$ cat config.mk
export PLATFORM = sky130hd
export DESIGN_NAME = irc_line_tokenizer
export DESIGN_NICKNAME = d
export VERILOG_FILES = /design/src/sv/irclt_pkg.sv /design/src/sv/irc_line_tokenizer.sv
export SDC_FILE = /design/constraint.sdc
export NUM_CORES = 1
export LEC_CHECK = 0
export BUFFER_PORTS_ARGS = -buffer_cell sky130_fd_sc_hd__buf_2
export CORE_MARGIN = 2
export CORE_UTILIZATION = 35
export DETAILED_ROUTE_END_ITERATION = 8
export HOLD_SLACK_MARGIN = 0.08
export SLEW_MARGIN = 5
export SYNTH_ARGS = -nofsm -noshare
export SYNTH_HDL_FRONTEND = slang
export SYNTH_SLANG_ARGS = --single-unit
$ cat constraint.sdc
create_clock -name clk -period 5.9 [get_ports clk]
set_input_delay 0.885 -clock clk [delete_from_list [all_inputs] [get_ports clk]]
set_output_delay 0.885 -clock clk [all_outputs]
set_load 0.02 [all_outputs]
$ cat src/sv/irclt_pkg.sv
package irclt_pkg;

    localparam logic [7:0] BYTE_CR    = 8'h0D;
    localparam logic [7:0] BYTE_LF    = 8'h0A;
    localparam logic [7:0] BYTE_TAB   = 8'h09;
    localparam logic [7:0] BYTE_SP    = 8'h20;
    localparam logic [7:0] BYTE_COLON = 8'h3A;
    localparam logic [7:0] BYTE_LC_A  = 8'h61;
    localparam logic [7:0] BYTE_LC_Z  = 8'h7A;
    localparam logic [7:0] CASE_BIT   = 8'h20;

    localparam int QDEPTH = 4;
    localparam int QPTR_W = $clog2(QDEPTH);
    localparam int QCNT_W = $clog2(QDEPTH + 1);

    localparam int TUSER_W = 6;

    typedef enum logic [1:0] {
        REGION_CMD   = 2'd0,
        REGION_PARAM = 2'd1,
        REGION_TRAIL = 2'd2
    } region_t;

    localparam logic [1:0] KIND_CMD   = 2'd0;
    localparam logic [1:0] KIND_PARAM = 2'd1;
    localparam logic [1:0] KIND_TRAIL = 2'd2;

    typedef struct packed {
        region_t region;
        logic    inside_token;
        logic    last_was_space;
    } tok_state_t;

    typedef struct packed {
        logic       char_valid;
        logic [7:0] out_char;
        logic [1:0] token_kind;
        logic       token_start;
        logic       line_end;
        logic       has_trailing;
        logic       last_of_run;
    } result_t;

    typedef struct packed {
        logic       emit;
        result_t    res;
        tok_state_t st;
    } take_t;

endpackage

$ cat src/sv/irc_line_tokenizer.sv
// Line tokenizer for chat-protocol message lines. Takes one received byte per
// input word (s_tdata) and returns tagged token characters and line-end marks
// on the output stream: m_tdata carries the character, m_tuser the flags and
// token kind, m_tlast marks the last output word caused by one input byte.
// CR LF ends a line; a CR is held back until the next byte shows whether it
// belongs to CR LF, so a lone CR followed by a byte may yield two output words.
// Whitespace before the trailing part separates tokens and is dropped; the
// first token is the command (a to z upper-cased), later ones are parameters;
// a colon right after a space opens the trailing part, which passes literally.
// One input byte is accepted every cycle while the result queue has room; the
// byte is registered in the input register, and its results pass through a
// four-entry result queue to the output. Throughput is set by the output port,
// one word per cycle while m_tready is high.
module irc_line_tokenizer
(
    input  logic                          clk,
    input  logic                          rst_n,
    input  logic                          s_tvalid,
    output logic                          s_tready,
    input  logic [7:0]                    s_tdata,   // data_byte
    output logic                          m_tvalid,
    input  logic                          m_tready,
    output logic [7:0]                    m_tdata,   // out_char
    output logic [irclt_pkg::TUSER_W-1:0] m_tuser,   // char_valid, token_kind[1:0],
                                                     // token_start, line_end, has_trailing
    output logic                          m_tlast    // last_of_run
);

    function automatic logic is_sep(logic [7:0] b);
        return (b == irclt_pkg::BYTE_SP) ||
               ((b >= irclt_pkg::BYTE_TAB) && (b <= irclt_pkg::BYTE_CR));
    endfunction

    function automatic irclt_pkg::take_t take_byte(irclt_pkg::tok_state_t st,
                                                    logic [7:0] b);
        irclt_pkg::take_t t;
        t.emit = 1'b0;
        t.res  = '0;
        t.st   = st;
        if (st.region == irclt_pkg::REGION_TRAIL)
        begin
            t.emit             = 1'b1;
            t.res.char_valid   = 1'b1;
            t.res.out_char     = b;
            t.res.token_kind   = irclt_pkg::KIND_TRAIL;
            t.res.token_start  = !st.inside_token;
            t.st.inside_token  = 1'b1;
        end
        else if ((b == irclt_pkg::BYTE_COLON) && st.last_was_space)
        begin
            t.st.region         = irclt_pkg::REGION_TRAIL;
            t.st.inside_token   = 1'b0;
            t.st.last_was_space = 1'b0;
        end
        else
        begin
            t.st.last_was_space = (b == irclt_pkg::BYTE_SP);
            if (is_sep(b))
            begin
                if (st.inside_token && (st.region == irclt_pkg::REGION_CMD))
                    t.st.region = irclt_pkg::REGION_PARAM;
                t.st.inside_token = 1'b0;
            end
            else
            begin
                t.emit            = 1'b1;
                t.res.char_valid  = 1'b1;
                t.res.token_start = !st.inside_token;
                t.st.inside_token = 1'b1;
                if (st.region == irclt_pkg::REGION_CMD)
                begin
                    t.res.token_kind = irclt_pkg::KIND_CMD;
                    if ((b >= irclt_pkg::BYTE_LC_A) && (b <= irclt_pkg::BYTE_LC_Z))
                        t.res.out_char = b & ~irclt_pkg::CASE_BIT;
                    else
                        t.res.out_char = b;
                end
                else
                begin
                    t.res.token_kind = irclt_pkg::KIND_PARAM;
                    t.res.out_char   = b;
                end
            end
        end
        return t;
    endfunction

    // input register
    logic                  in_valid_reg;
    logic [7:0]            in_byte_reg;

    // tokenizer state
    irclt_pkg::tok_state_t state_reg, state_next;
    logic                  cr_held_reg, cr_held_next;

    // result queue
    irclt_pkg::result_t               q_reg [irclt_pkg::QDEPTH];
    logic [irclt_pkg::QPTR_W-1:0]     head_reg, tail_reg;
    logic [irclt_pkg::QCNT_W-1:0]     count_reg;

    irclt_pkg::take_t   take_cr, take_in;
    irclt_pkg::result_t res0, res1;
    logic [1:0]         n_res;
    logic               pop;
    logic               room;
    logic               consume;
    logic [irclt_pkg::QCNT_W:0] avail;

    always_comb
    begin
        take_cr      = '0;
        take_in      = '0;
        res0         = '0;
        res1         = '0;
        n_res        = 2'd0;
        state_next   = state_reg;
        cr_held_next = 1'b0;
        if (cr_held_reg && (in_byte_reg == irclt_pkg::BYTE_LF))
        begin
            res0.line_end     = 1'b1;
            res0.has_trailing = (state_reg.region == irclt_pkg::REGION_TRAIL);
            res0.last_of_run  = 1'b1;
            n_res             = 2'd1;
            state_next        = '{irclt_pkg::REGION_CMD, 1'b0, 1'b0};
        end
        else
        begin
            if (cr_held_reg)
                take_cr = take_byte(state_reg, irclt_pkg::BYTE_CR);
            else
                take_cr.st = state_reg;
            if (in_byte_reg == irclt_pkg::BYTE_CR)
            begin
                cr_held_next = 1'b1;
                take_in.st   = take_cr.st;
            end
            else
                take_in = take_byte(take_cr.st, in_byte_reg);
            state_next = take_in.st;
            n_res      = {1'b0, take_cr.emit} + {1'b0, take_in.emit};
            if (take_cr.emit)
            begin
                res0 = take_cr.res;
                res1 = take_in.res;
                if (take_in.emit)
                    res1.last_of_run = 1'b1;
                else
                    res0.last_of_run = 1'b1;
            end
            else
            begin
                res0             = take_in.res;
                res0.last_of_run = take_in.emit;
            end
        end
    end

    assign pop      = (count_reg != '0) && m_tready;
    assign avail    = {1'b0, irclt_pkg::QCNT_W'(irclt_pkg::QDEPTH) - count_reg}
                      + {{irclt_pkg::QCNT_W{1'b0}}, pop};
    assign room     = avail >= (irclt_pkg::QCNT_W + 1)'(n_res);
    assign consume  = in_valid_reg && room;
    assign s_tready = !in_valid_reg || consume;

    always_ff @(posedge clk or negedge rst_n)
    begin
        if (!rst_n)
        begin
            in_valid_reg <= 1'b0;
            state_reg    <= '{irclt_pkg::REGION_CMD, 1'b0, 1'b0};
            cr_held_reg  <= 1'b0;
            head_reg     <= '0;
            tail_reg     <= '0;
            count_reg    <= '0;
        end
        else
        begin
            if (s_tready)
                in_valid_reg <= s_tvalid;
            if (consume)
            begin
                state_reg   <= state_next;
                cr_held_reg <= cr_held_next;
                tail_reg    <= tail_reg + irclt_pkg::QPTR_W'(n_res);
            end
            if (pop)
                head_reg <= head_reg + 1'b1;
            count_reg <= count_reg
                         + (consume ? irclt_pkg::QCNT_W'(n_res) : '0)
                         - irclt_pkg::QCNT_W'(pop);
        end
    end

    always_ff @(posedge clk)
    begin
        if (s_tready && s_tvalid)
            in_byte_reg <= s_tdata;
        if (consume && (n_res != 2'd0))
            q_reg[tail_reg] <= res0;
        if (consume && (n_res == 2'd2))
            q_reg[tail_reg + 1'b1] <= res1;
    end

    irclt_pkg::result_t head_res;
    assign head_res = q_reg[head_reg];

    assign m_tvalid = (count_reg != '0);
    assign m_tdata  = head_res.out_char;
    assign m_tuser  = {head_res.has_trailing, head_res.line_end, head_res.token_start,
                       head_res.token_kind, head_res.char_valid};
    assign m_tlast  = head_res.last_of_run;

    // queue never overfills
    assert property (@(posedge clk) disable iff (!rst_n)
        count_reg <= irclt_pkg::QCNT_W'(irclt_pkg::QDEPTH))
        else $error("result queue overflow");

    // a consumed CR is held for the next byte
    assert property (@(posedge clk) disable iff (!rst_n)
        consume && (in_byte_reg == irclt_pkg::BYTE_CR) |=> cr_held_reg)
        else $error("carriage return not held");

    // line end words carry no character and close the run
    assert property (@(posedge clk) disable iff (!rst_n)
        m_tvalid && head_res.line_end |-> !head_res.char_valid && head_res.last_of_run)
        else $error("malformed line end word");

    // line end returns the tokenizer to the command region
    assert property (@(posedge clk) disable iff (!rst_n)
        consume && cr_held_reg && (in_byte_reg == irclt_pkg::BYTE_LF)
        |=> (state_reg.region == irclt_pkg::REGION_CMD) && !state_reg.inside_token)
        else $error("state not cleared at line end");

endmodule

==> impl_metrics.json <==
{
  "critPathKind": "register to register",
  "clk_latency_ps": 340,
  "die_w_um": 117.8,
  "netlist.area_leader.share_pct": 39.78,
  "largest_reg_flops": 60,
  "synth_xor_area_share_pct": 1.160,
  "slew_headroom_pct": 30.42,
  "post-route-period-util_pct": 87.98,
  "synthFlopType": "edfxtp_1",
  "cp.required_ps": 6160,
  "synth_top_family_by_area": "simple AND/OR/NAND/NOR gates",
  "grt_overflow": 0,
  "drc": 0,
  "status": "finished clean",
  "cts_buffer_depth": 2,
  "clkPwrFrac_pct": 23.2,
  "muxShareOfSynthArea_pct": 7.680,
  "fin_crit_ps": 5191,
  "drtIter0Drc": 352,
  "die_area_sq_um": 13870,
  "finClkSkew_ps": 8.979,
  "synth_edf_count": 60,
  "postCtsSetupRepairBufs": 0,
  "setup_viol": 0,
  "fin_nets": 438,
  "rsz0062_at_grt": "false",
  "path_common_cell": "ha_1",
  "seqPwrFrac_pct": 34.6,
  "synth_fa_ha_area_share_pct": 3.757,
  "synthCells": 394,
  "routabilityCongestion": 0.9623,
  "wl_per_cell_um": 18.39,
  "synth-compound-area-share_pct": 15.69,
  "core_sq_um": 12620,
  "vias": 3249,
  "syn-cell-area_sq_um": 4529,
  "grt-busiest-layer": "met2",
  "syn2layout_area_growth_pct": 13.56,
  "use_met3_pct": 3.246,
  "cp_slowest_cell": "a21oi_1",
  "postCtsHoldBufs": 0,
  "fillers": 1248,
  "yosysWarningCount": 0,
  "cts_tree": "built",
  "dp.cells": 574,
  "start_kind": "register",
  "worstPathArrival_ps": 5450,
  "hpwl_um": 7638,
  "antenna_found_initial": 0,
  "slowest_delay_ps": 830,
  "ios": 29,
  "cts.sinks": 81,
  "pwr-share-comb_pct": 42.2,
  "hold_viol": 0,
  "p_leak_nw": 1.812,
  "peakVddDrop_mv": 0.2952,
  "path_buf_inv": 2,
  "drtAntennaViolNets": 0,
  "grt_pass1_vias": 3151,
  "crit_path_max_fanout": 13,
  "tightestPinTransition_ps": 1038,
  "cts_root_buf": "clkbuf_16",
  "ys_top_cells_by_area": "edfxtp_1 (40%), mux4_2 (7.5%), dfrtp_1 (7.2%)",
  "final-max-slew-violation-count": 0,
  "grtUsageMet1_pct": 22.70,
  "layout.cells.non_filler": 590,
  "drive_above_1_share_pct": 20.33,
  "syn_nets": 419,
  "p_sw_share_pct": 40.30,
  "ctsResizeCount": 0,
  "num_rows": 41,
  "cp_top_family": "adder cells",
  "fmax_ghz": 0.1927,
  "grt_pass1_wl_um": 17480,
  "crit_chain": "or3_1 -> nor3_2 -> o32ai_2 -> ha_1 -> nand2b_1 -> ha_1 -> nand2b_1 -> a21oi_1 -> a21oi_1 -> nand2_1 -> ha_1 -> inv_1 -> ha_1 -> inv_1 -> fa_1 -> xnor2_1 -> xnor2_1",
  "yosys.area_share.simple_pct": 17.18,
  "cts_htree_levels": 3,
  "synth-async-reset-ratio_pct": 16.05,
  "power.density_nw_per_um2": 552.3,
  "die_height_um": 117.8,
  "cts.clk_slew.worst_paths_ps": 70,
  "avgSynthCellArea_sq_um": 11.50,
  "yosysSeqAreaShare_pct": 50.50,
  "use_met2_pct": 25.04,
  "grt_max_degree": 20,
  "setup-tns-final_ps": 0,
  "firstDrtPassIters": 5,
  "end_kind": "register",
  "ys_ff_latch": 81,
  "hp-class": "input port to async pin",
  "fin_total_pwr_mw": 2.841,
  "cts_made_buffers": 9,
  "port_buffers": 28,
  "p_sw_mw": 1.145,
  "routed_wl_um": 10850,
  "power.internal_mw": 1.696,
  "diodes": 0,
  "post-synth-top-area-cell": "edfxtp_1",
  "drv_cap": 0,
  "vias_per_cell": 5.507,
  "grt_use_total_pct": 16.08,
  "synth.distinct_cells": 68,
  "initial_core_util_pct": 35.89
}
==> cell usage after synthesis (all sizes together) (2+ instances only) <==
| library cell | count |
|---|---|
| xnor2 | 4 |
| or2 | 4 |
| clkbuf | 11 |
| or4b | 2 |
| nand2 | 25 |
| inv | 16 |
| and3b | 2 |
| mux4 | 15 |
| o21ai | 26 |
| nor2b | 9 |
| o32ai | 3 |
| a22oi | 3 |
| nor2 | 26 |
| a211oi | 3 |
| and2 | 15 |
| or3 | 3 |
| nand2b | 8 |
| buf | 14 |
| a21oi | 21 |
| dfxtp | 8 |
| ha | 12 |
| nand3 | 19 |
| o41ai | 2 |
| dfrtp | 13 |
| nand3b | 2 |
| o31ai | 8 |
| o211ai | 8 |
| o22ai | 4 |
| a311oi | 2 |
| nand4b | 2 |
| edfxtp | 60 |
| nor3 | 8 |
| xor2 | 2 |
| nand4 | 7 |
| a21boi | 8 |
==> worst reg2reg max path: stages, from the launching register on <==
cell	delay, ps
edfxtp_1	500
or3_1	560
nor3_2	330
o32ai_2	190
ha_1	420
nand2b_1	280
ha_1	320
nand2b_1	110
a21oi_1	180
a21oi_1	830
nand2_1	130
ha_1	320
inv_1	60
ha_1	130
inv_1	50
fa_1	380
xnor2_1	190
xnor2_1	140
==> power groups by stage <==
stage	logic (mW)	clock network, mW	registers [mW]
CTS	1.21	0.666	0.989
floorplan	0.957	0	0.881
detailed placement	1.20	0	1.00
finish	1.20	0.661	0.983
global placement	1.18	0	0.992
global route	1.32	0.694	1.01
==> per-layer routing <==
layer	vias up	share of wire (%)	routed length, um
met5	-	0	0
met4	0	1.7	185
met3	18	6.3	684
met2	119	46	4939
met1	1577	46	5044
li1	1535	-	-
==> stage by stage <==
step | hold WS (ps) | setup slack [ps] | util [%] | cell area [sq um]
6_report | 433.1 | 709.3 | 40.76 | 5144
5_1_grt | 455.4 | 334.4 | 40.76 | 5144
4_1_cts | 444.5 | 718.1 | 40.76 | 5144
3_5_place_dp | 454.5 | 756.4 | 38.03 | 4800
3_3_place_gp | 461.3 | 968.8 | 38.03 | 4800
2_1_floorplan | 436.8 | 1453 | - | 4529
==> cell type report <==
cell class	instances	area [sq um]	area share [%]
Sequential cell	81	2287	44.47
Multi-Input combinational cell	272	2059	40.04
Clock buffer	10	229.0	4.451
Tap cell	172	215.2	4.184
Timing Repair Buffer	33	177.7	3.454
Clock inverter	6	115.1	2.238
Inverter	16	60.06	1.168
==> layout by cell type, fill, tap and decap left out, types with 12 or more instances in the layout <==
| master | instances |
|---|---|
| mux4_2 | 15 |
| inv_1 | 15 |
| nor2_1 | 26 |
| nand2_1 | 23 |
| nand3_1 | 19 |
| dfrtp_1 | 13 |
| edfxtp_1 | 60 |
| o21ai_0 | 21 |
| and2_1 | 15 |
| ha_1 | 12 |
| buf_2 | 28 |
| a21oi_1 | 20 |
==> path summary, 6_finish.rpt <==
check	start	end	slack (ps)	cells after the start
setup / recovery	in_byte_reg[4]	count_reg[2]	710	17
hold / removal	rst_n	in_valid_reg	430	1
setup reg to reg	in_byte_reg[4]	count_reg[2]	710	17
hold reg to reg	q_reg[3][1]	q_reg[3][1]	470	1
max in group asynchronous	rst_n	state_reg[3]	5210	1
min in group clk	q_reg[3][1]	q_reg[3][1]	470	1
==> cells by family after synthesis <==
logic type                 Yosys count
and+or+nand+nor                    139
AOI/OAI and AO/OA                   98
DFF                                 81
buffers and inverters               41
muxes                               16
adders and majority gates           13
xor gates and xnor gates             6
(Power assumes the default switching activity.)
